===== src/hdl/kdt_pkg.sv =====
`timescale 1ns / 1ps
// ----------------------------------------------------------------------------
// kdt_pkg
// Shared types and constants for the keyed device table.
// ----------------------------------------------------------------------------
package kdt_pkg;

  localparam int MAX_ENTRIES   = 32;
  localparam int PAYLOAD_WIDTH = 64;
  localparam int IDX_W   = (MAX_ENTRIES > 1) ? $clog2(MAX_ENTRIES) : 1;
  localparam int COUNT_W = $clog2(MAX_ENTRIES + 1);
  localparam int KEY_W   = 16;

  localparam logic [1:0] OP_ADD    = 2'd0;
  localparam logic [1:0] OP_LOOKUP = 2'd1;
  localparam logic [1:0] OP_SET    = 2'd2;
  localparam logic [1:0] OP_READ   = 2'd3;

  localparam logic [2:0] CODE_NEW      = 3'd0;
  localparam logic [2:0] CODE_EXISTING = 3'd1;
  localparam logic [2:0] CODE_FULL     = 3'd2;
  localparam logic [2:0] CODE_OK       = 3'd3;
  localparam logic [2:0] CODE_MISSING  = 3'd4;

  typedef struct packed {
    logic [1:0]  op;
    logic [7:0]  bus;
    logic [4:0]  slot;
    logic [2:0]  func;
    logic [31:0] status;
    logic [63:0] info;
    logic [4:0]  index;
  } kdt_in_t;

  typedef struct packed {
    logic [2:0]  code;
    logic        found;
    logic [7:0]  out_bus;
    logic [4:0]  out_slot;
    logic [2:0]  out_func;
    logic [31:0] out_status;
    logic [63:0] out_info;
    logic [5:0]  entry_count;
  } kdt_out_t;

  typedef struct packed {
    logic load;
    logic exec;
  } kdt_cmd_t;

endpackage


===== src/hdl/kdt_ram.sv =====
`timescale 1ns / 1ps
// ----------------------------------------------------------------------------
// kdt_ram
// Generic single-write, single-read RAM with a registered read port.
// ----------------------------------------------------------------------------
module kdt_ram #(
  parameter int WIDTH = 32,
  parameter int DEPTH = 32
) (
  input  logic                                          clk,
  input  logic                                          we,
  input  logic [((DEPTH > 1) ? $clog2(DEPTH) : 1)-1:0]   waddr,
  input  logic [WIDTH-1:0]                              wdata,
  input  logic [((DEPTH > 1) ? $clog2(DEPTH) : 1)-1:0]   raddr,
  output logic [WIDTH-1:0]                              rdata
);

  logic [WIDTH-1:0] mem [DEPTH];

  always_ff @(posedge clk) begin
    if (we) begin
      mem[waddr] <= wdata;
    end
    rdata <= mem[raddr];
  end

endmodule


===== src/hdl/kdt_ctrl.sv =====
`timescale 1ns / 1ps
// ----------------------------------------------------------------------------
// kdt_ctrl
// Sequencer: accepts a command, runs the search cycle, then issues the result.
// ----------------------------------------------------------------------------
module kdt_ctrl
  import kdt_pkg::*;
(
  input  logic     clk,
  input  logic     rst,
  input  logic     start,
  output logic     busy,
  output logic     done,
  output kdt_cmd_t cmd
);

  localparam logic [1:0] ST_IDLE   = 2'd0;
  localparam logic [1:0] ST_SEARCH = 2'd1;
  localparam logic [1:0] ST_RESP   = 2'd2;

  logic [1:0] state;
  logic [1:0] state_next;

  assign busy     = (state == ST_SEARCH);
  assign done     = (state == ST_RESP);
  assign cmd.load = start && !busy;
  assign cmd.exec = (state == ST_SEARCH);

  always_comb begin
    state_next = state;
    unique case (state)
      ST_IDLE: begin
        if (start) state_next = ST_SEARCH;
      end
      ST_SEARCH: begin
        state_next = ST_RESP;
      end
      ST_RESP: begin
        state_next = start ? ST_SEARCH : ST_IDLE;
      end
      default: begin
        state_next = ST_IDLE;
      end
    endcase
  end

  always_ff @(posedge clk) begin
    if (rst) begin
      state <= ST_IDLE;
    end else begin
      state <= state_next;
    end
  end

  a_search_then_resp: assert property (@(posedge clk) disable iff (rst)
    cmd.exec |=> done) else $error("search cycle not followed by a result");
  a_done_needs_search: assert property (@(posedge clk) disable iff (rst)
    done |-> $past(cmd.exec)) else $error("result without a preceding search");

endmodule


===== src/hdl/kdt_datapath.sv =====
`timescale 1ns / 1ps
// ----------------------------------------------------------------------------
// kdt_datapath
// Key registers with parallel compare, record RAMs, fill count and result.
// ----------------------------------------------------------------------------
module kdt_datapath
  import kdt_pkg::*;
(
  input  logic     clk,
  input  logic     rst,
  input  kdt_cmd_t cmd,
  input  kdt_in_t  item,
  output kdt_out_t result
);

  kdt_in_t            q;
  logic [KEY_W-1:0]   keys [MAX_ENTRIES];
  logic [COUNT_W-1:0] fill_count;
  logic [KEY_W-1:0]   key;
  logic [MAX_ENTRIES-1:0] match;
  logic [IDX_W-1:0]   hit_idx;
  logic               hit;
  logic               full;
  logic [IDX_W-1:0]   tail_idx;
  logic [IDX_W-1:0]   pos_idx;
  logic               pos_ok;

  logic [2:0]         code_next;
  logic               found_next;
  logic               status_we;
  logic               payload_we;
  logic               key_we;
  logic [IDX_W-1:0]   waddr;
  logic [IDX_W-1:0]   raddr;

  logic [2:0]         code_r;
  logic               found_r;
  logic [KEY_W-1:0]   rec_key;
  logic [31:0]        status_rdata;
  logic [PAYLOAD_WIDTH-1:0] payload_rdata;

  assign key      = {q.bus, q.slot, q.func};
  assign full     = (fill_count == COUNT_W'(MAX_ENTRIES));
  assign tail_idx = fill_count[IDX_W-1:0];
  assign pos_idx  = IDX_W'(q.index);
  assign pos_ok   = (32'(q.index) < 32'(fill_count)) && (32'(q.index) < MAX_ENTRIES);

  always_comb begin
    for (int k = 0; k < MAX_ENTRIES; k++) begin
      match[k] = (keys[k] == key) && (32'(k) < 32'(fill_count));
    end
  end

  always_comb begin
    hit_idx = '0;
    for (int k = 0; k < MAX_ENTRIES; k++) begin
      if (match[k]) hit_idx = hit_idx | IDX_W'(k);
    end
  end

  assign hit = |match;

  always_comb begin
    code_next  = CODE_MISSING;
    found_next = 1'b0;
    status_we  = 1'b0;
    payload_we = 1'b0;
    key_we     = 1'b0;
    waddr      = hit_idx;
    raddr      = hit_idx;
    unique case (q.op)
      OP_ADD: begin
        if (hit) begin
          code_next  = CODE_EXISTING;
          status_we  = cmd.exec;
          payload_we = cmd.exec;
        end else if (full) begin
          code_next = CODE_FULL;
        end else begin
          code_next  = CODE_NEW;
          waddr      = tail_idx;
          status_we  = cmd.exec;
          payload_we = cmd.exec;
          key_we     = cmd.exec;
        end
      end
      OP_LOOKUP: begin
        if (hit) begin
          code_next  = CODE_OK;
          found_next = 1'b1;
        end
      end
      OP_SET: begin
        if (hit) begin
          code_next = CODE_OK;
          status_we = cmd.exec;
        end
      end
      OP_READ: begin
        raddr = pos_idx;
        if (pos_ok) begin
          code_next  = CODE_OK;
          found_next = 1'b1;
        end
      end
    endcase
  end

  always_ff @(posedge clk) begin
    if (cmd.load) begin
      q <= item;
    end
    if (key_we) begin
      keys[tail_idx] <= key;
    end
    if (cmd.exec) begin
      code_r  <= code_next;
      rec_key <= (q.op == OP_LOOKUP) ? key : keys[pos_idx];
    end
  end

  always_ff @(posedge clk) begin
    if (rst) begin
      fill_count <= '0;
      found_r    <= 1'b0;
    end else begin
      if (key_we) begin
        fill_count <= fill_count + COUNT_W'(1);
      end
      if (cmd.exec) begin
        found_r <= found_next;
      end
    end
  end

  kdt_ram #(
    .WIDTH(32),
    .DEPTH(MAX_ENTRIES)
  ) u_status_ram (
    .clk  (clk),
    .we   (status_we),
    .waddr(waddr),
    .wdata(q.status),
    .raddr(raddr),
    .rdata(status_rdata)
  );

  kdt_ram #(
    .WIDTH(PAYLOAD_WIDTH),
    .DEPTH(MAX_ENTRIES)
  ) u_payload_ram (
    .clk  (clk),
    .we   (payload_we),
    .waddr(waddr),
    .wdata(q.info[PAYLOAD_WIDTH-1:0]),
    .raddr(raddr),
    .rdata(payload_rdata)
  );

  always_comb begin
    result.code        = code_r;
    result.found       = found_r;
    result.out_bus     = found_r ? rec_key[15:8] : '0;
    result.out_slot    = found_r ? rec_key[7:3] : '0;
    result.out_func    = found_r ? rec_key[2:0] : '0;
    result.out_status  = found_r ? status_rdata : '0;
    result.out_info    = found_r ? 64'(payload_rdata) : '0;
    result.entry_count = 6'(fill_count);
  end

  a_keys_unique: assert property (@(posedge clk) disable iff (rst)
    $onehot0(match)) else $error("key held in more than one entry");
  a_count_bound: assert property (@(posedge clk) disable iff (rst)
    32'(fill_count) <= MAX_ENTRIES) else $error("entry count beyond capacity");
  a_count_step: assert property (@(posedge clk) disable iff (rst)
    !key_we |=> $stable(fill_count)) else $error("entry count changed without append");

endmodule


===== src/hdl/keyed_device_table.sv =====
// The sequencer steps from idle to search to result; done is high in the result state, and the
// result transfers at the edge that ends it.
// Commands overlap: the key search and RAM write-back take the search state
// and the registered RAM read takes the result state, during which start is accepted again.
// Reset clears the entry count and the sequencer; results cannot be stalled by the receiver.
`timescale 1ns / 1ps
// ----------------------------------------------------------------------------
// keyed_device_table
// Table of device records keyed by bus, slot and function with append-insert.
// ----------------------------------------------------------------------------
module keyed_device_table
  import kdt_pkg::*;
(
  input  logic     clk,
  input  logic     rst,
  input  logic     start,
  output logic     busy,
  input  kdt_in_t  item,
  output logic     done,
  output kdt_out_t result
);

  kdt_cmd_t cmd;

  kdt_ctrl u_ctrl (
    .clk  (clk),
    .rst  (rst),
    .start(start),
    .busy (busy),
    .done (done),
    .cmd  (cmd)
  );

  kdt_datapath u_datapath (
    .clk   (clk),
    .rst   (rst),
    .cmd   (cmd),
    .item  (item),
    .result(result)
  );

endmodule


===== config.mk =====
export PLATFORM = sky130hd
export DESIGN_NAME = keyed_device_table
export DESIGN_NICKNAME = d
export VERILOG_FILES = /design/src/hdl/kdt_pkg.sv /design/src/hdl/kdt_ram.sv /design/src/hdl/kdt_ctrl.sv /design/src/hdl/kdt_datapath.sv /design/src/hdl/keyed_device_table.sv
export SDC_FILE = /design/constraint.sdc
export NUM_CORES = 2
export LEC_CHECK = 0
export BUFFER_PORTS_ARGS = -buffer_cell sky130_fd_sc_hd__buf_2
export CAP_MARGIN = 20
export CORE_MARGIN = 1.5
export CORE_UTILIZATION = 50
export DETAILED_ROUTE_END_ITERATION = 10
export PLACE_DENSITY = 0.66
export SYNTH_ARGS = -nofsm -noshare
export SYNTH_HDL_FRONTEND = slang
export SYNTH_HIERARCHICAL = 1
export SYNTH_SLANG_ARGS = --single-unit

===== constraint.sdc =====
create_clock -name clk -period 16.9 [get_ports clk]
set_clock_uncertainty 0.15 [all_clocks]
set_input_delay 0.845 -clock clk [delete_from_list [all_inputs] [get_ports clk]]
set_output_delay 0.845 -clock clk [all_outputs]
set_load 0.01 [all_outputs]

== Word level (Yosys, flattened, before mapping) ==
Memory sizes are Yosys's and may differ from the RTL's. A register that Yosys moved wholly into a read port is not among the register bits.
Cells that the tools add are included.

* Add/sub/neg operators: 1
* Magnitude comparators: 33
* Equal/unequal tests: 39
* Multiplexer cells: 87
* Reductions and logical operators: 39

{| class="wikitable"
|+ Operators by type and width
! kind !! number
|-
| $eq 16x16->1 || 32
|-
| $mux 5 || 25
|-
| $lt 5x6->1 const A || 16
|-
| $mux 64 || 1
|-
| $lt 4x6->1 const A || 8
|-
| $mux 3 || 14
|-
| $logic_and 1x1->1 || 33
|-
| $mux 32 || 1
|-
| $mux 4 || 8
|-
| $reduce_or 32->1 || 1
|-
| $mux 1 || 25
|-
| $lt 3x6->1 const A || 4
|-
| $mux 16 || 1
|-
| $lt 1x6->1 const A || 2
|-
| $lt 2x6->1 const A || 2
|-
| $mux 6 || 2
|-
| $pmux 3 s4 || 1
|-
| $mux 2 || 5
|-
| $mux 8 || 1
|-
| $add 6x1->6 const B || 1
|-
| $eq 2x2->1 const B || 3
|-
| $eq 6x6->1 const B || 1
|-
| $lt 5x6->1 || 1
|-
| $pmux 2 s3 || 1
|-
| 6 further kinds || 10
|}

* Register bits after elaboration: 147
* RAM bits: 3,584
* Bits of input ports: 122
* Output and inout port bits: 124
* Word-level logic and storage cells: 214
* Memories: 3

{| class="wikitable"
|+ Memory list
! memory !! depth !! width !! rd ports !! clocked after Yosys merged registers in !! wr ports !! RTL line !! text
|-
| u_datapath.u_payload_ram.mem || 32 || 64 || 1 || 1 || 1 || kdt_ram.sv:18 || <nowiki>logic [WIDTH-1:0] mem [DEPTH];</nowiki>
|-
| u_datapath.u_status_ram.mem || 32 || 32 || 1 || 1 || 1 || kdt_ram.sv:18 ||
|-
| u_datapath.keys || 32 || 16 || 33 || 1 || 1 || kdt_datapath.sv:17 || <nowiki>logic [KEY_W-1:0] keys [MAX_ENTRIES];</nowiki>
|}

== Logic depth before layout (Yosys ltp) ==
An unclocked memory read counts as a cell.

* Word-level depth: 40
* Depth in mapped cells: 20
* Gate-level depth less buffers: 15

== Modules after synthesis ==
The synthesis kept the hierarchy.

{| class="wikitable"
|+ Modules (own cells, without submodules)
! module !! times used !! cells each !! area an instance (sq um) !! seq. area each (sq um)
|-
| kdt_ram at u_datapath.u_payload_ram || 1 || 3,097 || 78,964.5 || 62,780.2
|-
| kdt_ram at u_datapath.u_status_ram || 1 || 2,260 || 40,485.1 || 31,390.1
|-
| kdt_datapath || 1 || 2,223 || 33,185.6 || 19,759.0
|-
| kdt_ctrl || 1 || 9 || 81.3 || 40.0
|}

== Least setup slack after synthesis ==
No wires, ideal clock.

* Path kind: register to register
* From: reg u_datapath.q (netlist bit u_datapath/key[2])
* To: mem u_datapath/u_payload_ram/mem[28][0] (netlist name), enable pin
* Library setup time: 0.487 ns
* Data arrival time: 6.503 ns
* Data required time: 16.263 ns
* Slack: 9.761 ns
* Cell stages (with the launch flop): 16
* Buffers on the path: 5
* Clock period less this slack: 7.139 ns
* Path through: edfxtp_1 > buf_2 > buf_2 > buf_2 > xor2_1 > nor4_1 > nand4_1 > o2bb2ai_1 > nor4_2 > nand4b_2 > buf_6 > nor3_1 > mux2_2 > or3b_2 > clkbuf_1 > nor2_1

* Elaborated cells between the ends (all ways): 107
* Classes of those cells: 32 x eq/ne; 42 x mux; 33 x reduce/logical

{| class="wikitable"
|+ RTL lines
! item !! RTL line !! text
|-
| start: declaration || kdt_datapath.sv:16 || <nowiki>kdt_in_t q;</nowiki>
|-
| start signal: assignment || kdt_datapath.sv:111 || <nowiki>q <= item;</nowiki>
|-
| $eq 16x16->1 || kdt_datapath.sv:50 || <nowiki>match[k] = (keys[k] == key) && (32'(k) < 32'(fill_count));</nowiki>
|-
| $logic_and 1x1->1 || kdt_datapath.sv:50 ||
|-
| $mux 2 (2 in a row) || kdt_datapath.sv:57 || <nowiki>if (match[k]) hit_idx = hit_idx | IDX_W'(k);</nowiki>
|-
| $mux 3 (4 in a row) || kdt_datapath.sv:57 ||
|-
| $mux 4 (8 in a row) || kdt_datapath.sv:57 ||
|-
| $mux 5 (16 in a row) || kdt_datapath.sv:57 ||
|-
| $mux 5 || kdt_datapath.sv:77 || <nowiki>end else if (full) begin</nowiki>
|-
| $mux 5 || kdt_datapath.sv:73 || <nowiki>if (hit) begin</nowiki>
|-
| $mux 5 || kdt_datapath.sv:71 || <nowiki>unique case (q.op)</nowiki>
|-
| $mux 5 || kdt_datapath.sv:73 ||
|-
| $mux 5 || kdt_datapath.sv:71 ||
|-
| $mux 5 (*) || kdt_datapath.sv:71 ||
|-
| net u_datapath.waddr[1] || kdt_datapath.sv:33 || <nowiki>logic [IDX_W-1:0] waddr;</nowiki>
|-
| end: declaration || kdt_ram.sv:18 ||
|}

The timed path passes the listed nets; every way through them passes the cells marked *. The select of a mux whose other input is x is not followed.

== Final worst setup path ==
* From: reg u_datapath.fill_count[2]
* To: reg u_datapath.u_payload_ram.rdata[12], read port of u_datapath.u_payload_ram.mem

* Cells in the longest elaborated chain, start to end: 34
* Elaborated cells between the ends (all ways): 94
* Classes of those cells: 31 x order compare; 32 x mux; 31 x reduce/logical

{| class="wikitable"
|+ Ends and longest elaborated chain
! item !! RTL line !! text
|-
| start: declaration || kdt_datapath.sv:18 || <nowiki>logic [COUNT_W-1:0] fill_count;</nowiki>
|-
| start signal: assignment || kdt_datapath.sv:128 || <nowiki>fill_count <= fill_count + COUNT_W'(1);</nowiki>
|-
| $lt 1x6->1 || kdt_datapath.sv:50 ||
|-
| $logic_and 1x1->1 || kdt_datapath.sv:50 ||
|-
| $mux 1 || kdt_datapath.sv:57 ||
|-
| $mux 2 (2 in a row) || kdt_datapath.sv:57 ||
|-
| $mux 3 (4 in a row) || kdt_datapath.sv:57 ||
|-
| $mux 4 (8 in a row) || kdt_datapath.sv:57 ||
|-
| $mux 5 (15 in a row) || kdt_datapath.sv:57 ||
|-
| $mux 5 (*) || kdt_datapath.sv:57 ||
|-
| $mux 5 (*) || kdt_datapath.sv:71 ||
|-
| net u_datapath.raddr[0] || kdt_datapath.sv:34 || <nowiki>logic [IDX_W-1:0] raddr;</nowiki>
|-
| end: declaration || kdt_ram.sv:15 || <nowiki>output logic [WIDTH-1:0] rdata</nowiki>
|}

The timed path passes the listed nets; every way through them passes the cells marked *.
A chain may end at the register's enable or synchronous reset.

==> results.tsv <==
stage	metric	value	unit
outcome	outcome	finished, final reports clean	
setup_path	RR Endpoint	u_datapath/u_payload_ram/rdata[12]	
synth	number of warnings printed during yosys synthesis	6	
route	count of nets left with antenna violations after detail routing	0	
setup_path	start point of the critical path	u_datapath/fill_count[2]	
grt	number of global-route vias before repair	78400	
route	final routed wirelength across all metal layers	404000	um
finish	synthesis-to-layout area growth	13.2	%
cts	H-Tree Level Count	5	
grt	total gr overflow	0	
power	power per unit of standard cell area	116	nW/um2
hold_path	cell depth of the worst min-delay path	1	
synth	predominant post-synthesis flop cell	sky130_fd_sc_hd__edfxtp_1	
sta	final setup violation count	0	
floorplan	Die Y	556	um
sta	RSZ-0062 raised after global routing	no	
route	per-cell via count in the routed design	6.34	
job	max-cap violations	0	
synth	post-synthesis cell area	153000	um2
synth	proportion of synthesized flip-flops having asynchronous set or reset	0	%
synth	Synth Instances	7589	
hold_path	HP Start	item[2]	
synth	number of nets in the synthesized netlist	7724	
route	post-detailed-route DRC marker count	0	
sta	final period demand of the worst path	8.39	ns
placed_design	dpl cell area	159000	um2
finish	Final #Nets	8246	
hold_path	endpoint of the worst hold path	u_datapath/pos_idx[2]	
finish	post-route insts no fill	12400	
sta	Worst slew margin	21.5	%
cts	Clock Latency Late Sink	0.95	ns
setup_path	highest net fanout along the worst path	54	
sta	maximum operating frequency	119	MHz
floorplan	I/O pins	246	
hold_path	classification of the worst-slack hold path	in2reg	
route	final routed wire length divided by cell count	32.5	um
cts	Max clock buf depth	4	
cts	number of clock sinks	3832	
placed_design	number of buffers added on ports	245	
setup_path	arrival time at the worst endpoint	9.07	ns
floorplan	chip width	556	um
sta	hold slack final	0.0557	ns
power	leak pwr	53.9	nW
placed_design	number of placed instances, taps included	11600	
setup_path	path depth of the worst reg2reg path	13	
setup_path	kind of capture point of the worst setup path	flop	
grt	global-route wire length before repair	574000	um
setup_path	r2r startpoint	u_datapath/fill_count[2]	
sta	Tcrit/Tclk final	49.6	%
sta	Pins Over Slew Limit	0	
placed_design	total half-perimeter wirelength after legalization and detailed placement	219000	um
setup_path	critical path required time	17.58	ns
cts	root buffer cell	sky130_fd_sc_hd__clkbuf_16	
sta	setup TNS	0	ns
synth	sequential fraction of the synthesis area	74.6	%
cts	Setup Fix Bufs, Post-CTS	0	
cts	total clock buffers created by CTS	389	
setup_path	path type of the worst setup path	reg2reg	
grt	pin count of the biggest net entering global routing	129	
synth	number of library cell types mapped by synthesis	77	
cts	TritonCTS clock tree	done	
sta	number of hold violations in the final report	0	
finish	share of layout cells above drive strength 1	23.2	%
floorplan	Starting Density	50.4	%
placed_design	last weighted congestion value of the routability-driven placer	0.954	
cts	clock slew at the register clock pins of the worst setup and hold paths	0.06	ns
grt	antenna violations before repair	20	
grt	gr usage total	25.9	%
floorplan	Row Count	202	
floorplan	die footprint	309000	um2
setup_path	critical path launch point type	flop	
route	starting DRC count in detailed routing	9743	
sta	transition time at the pin with the least slew margin	1.18	ns
floorplan	placeable core region	303000	um2
synth	flop and latch count out of synthesis	3832	
power	Worst IR Drop VDD	0.107	mV
synth	per-instance average area after synthesis	20.1	um2
finish	cell area after layout	173000	um2
synth	count of flip-flops with a built-in enable after synthesis	3722	
route	detailed-routing iteration count for the pre-antenna-repair pass	8	
route	routed vias	78800	
power	total chip power	20.1	mW
setup_path	setup slack, reg-to-reg	8.51	ns
-- registers in the layout, summed over array words and instances (netlist names), 6 cells and up, named ones only --
signal	count
u_datapath/fill_count	6
u_datapath/u_payload_ram/mem	2048
u_datapath/q	98
u_datapath/u_status_ram/rdata	32
u_datapath/u_status_ram/mem	1024
u_datapath/keys	512
u_datapath/u_payload_ram/rdata	64
u_datapath/rec_key	16
u_datapath/key	16
-- area by class of cell --
type / instances / area (um2)
Multi-Input combinational cell: 3317 / 37200
Clock inverter: 218 / 2280
Sequential cell: 3832 / 114000
Fill cell: 22200 / 130000
Inverter: 18 / 67.6
Timing Repair Buffer: 553 / 3980
Tap cell: 3978 / 4980
Clock buffer: 502 / 10500
Antenna cell: 10 / 25.0
-- what timing repair did --
item	4_1_cts	5_1_grt
hold endpoints to repair	119	0
resized for setup	0	0
hold buffers	115	0
endpoints found under the setup margin	0	0
-- routing by layer --
metal	GRT usage, %	wire length, um	share of wire [%]
met4	7.10	11300	2.8
met2	40.2	189000	47
met3	4.61	36500	9.1
met5	0	48	0.012
met1	38.1	166000	41
-- per-stage QoR --
step                      setup WS (ns)  util [%]
after floorplan                    9.76         -
after global placement             8.53      52.4
after detailed placement           8.51      52.4
after CTS                          8.50      57.0
after global routing               8.03      57.0
final                              8.51      57.0
-- report_power, final --
group	internal (mW)	switching [mW]	total, mW
registers	10.5	0.145	10.6
logic	0.365	0.492	0.857
clock network	4.95	3.62	8.57
total	15.8	4.26	20.1
-- synthesized netlist by cell type (all sizes together), types with 89 or more instances --
cell	instances	share of area (%)
mux4	762	11
xor2	315	1.8
mux2	89	0.66
dfxtp	110	1.4
a22oi	99	0.49
nand2	168	0.41
nor4	105	0.43
a21oi	109	0.36
xnor2	198	1.1
buf	265	1.0
nand3	130	0.43
nor2	128	0.31
clkbuf	157	0.39
edfxtp	3722	73
and2	128	0.52
mux2i	567	3.7
-- cells by family after synthesis --
logic type / count (synthesis) / synth area share, %
AO/OA/AOI/OAI: 427 / 1.91
XOR/XNOR: 513 / 2.94
adder cells (fa/ha/maj): 13 / 0.107
buffers and inverters: 440 / 1.45
flip-flops: 3832 / 74.6
multiplexers: 1418 / 15.6
AND/OR/NAND/NOR: 946 / 3.36
-- worst max-delay path: stages (launching register included) --
cell                       delay [ns]
sky130_fd_sc_hd__dfxtp_1         0.80
sky130_fd_sc_hd__clkinv_1        0.55
sky130_fd_sc_hd__o21ai_0         0.72
sky130_fd_sc_hd__nand3_1         0.16
sky130_fd_sc_hd__o41ai_1         0.72
sky130_fd_sc_hd__nor3_1          0.31
sky130_fd_sc_hd__nand4_1         0.27
sky130_fd_sc_hd__mux2_8          0.59
sky130_fd_sc_hd__buf_4           0.65
sky130_fd_sc_hd__buf_4           0.85
sky130_fd_sc_hd__buf_4           0.94
sky130_fd_sc_hd__mux4_2          0.61
sky130_fd_sc_hd__mux4_2          0.49
sky130_fd_sc_hd__mux2_2          0.29
-- cells in the final DEF, fill, tap and decap left out, drive strengths merged, types with 130 or more instances in the layout --
master and n:
edfxtp 3722, mux4 762, mux2i 567, clkbuf 503, buf 437, xor2 315
xnor2 198, nand2 168, clkinv 156, nand3 130
-- worst max path at each step --
stage | to | slack, ns | cells after the start
after CTS | u_datapath/u_payload_ram/rdata[12] | 8.50 | 16
after floorplan | u_datapath/u_payload_ram/mem[28][0] | 9.76 | 15
final | u_datapath/u_payload_ram/rdata[12] | 8.51 | 13
after detailed placement | u_datapath/u_payload_ram/rdata[11] | 8.51 | 16
after global routing | u_datapath/u_payload_ram/rdata[3] | 8.03 | 13
after global placement | u_datapath/u_payload_ram/rdata[10] | 8.53 | 16
Note: power is estimated with default switching activity, not from simulation.
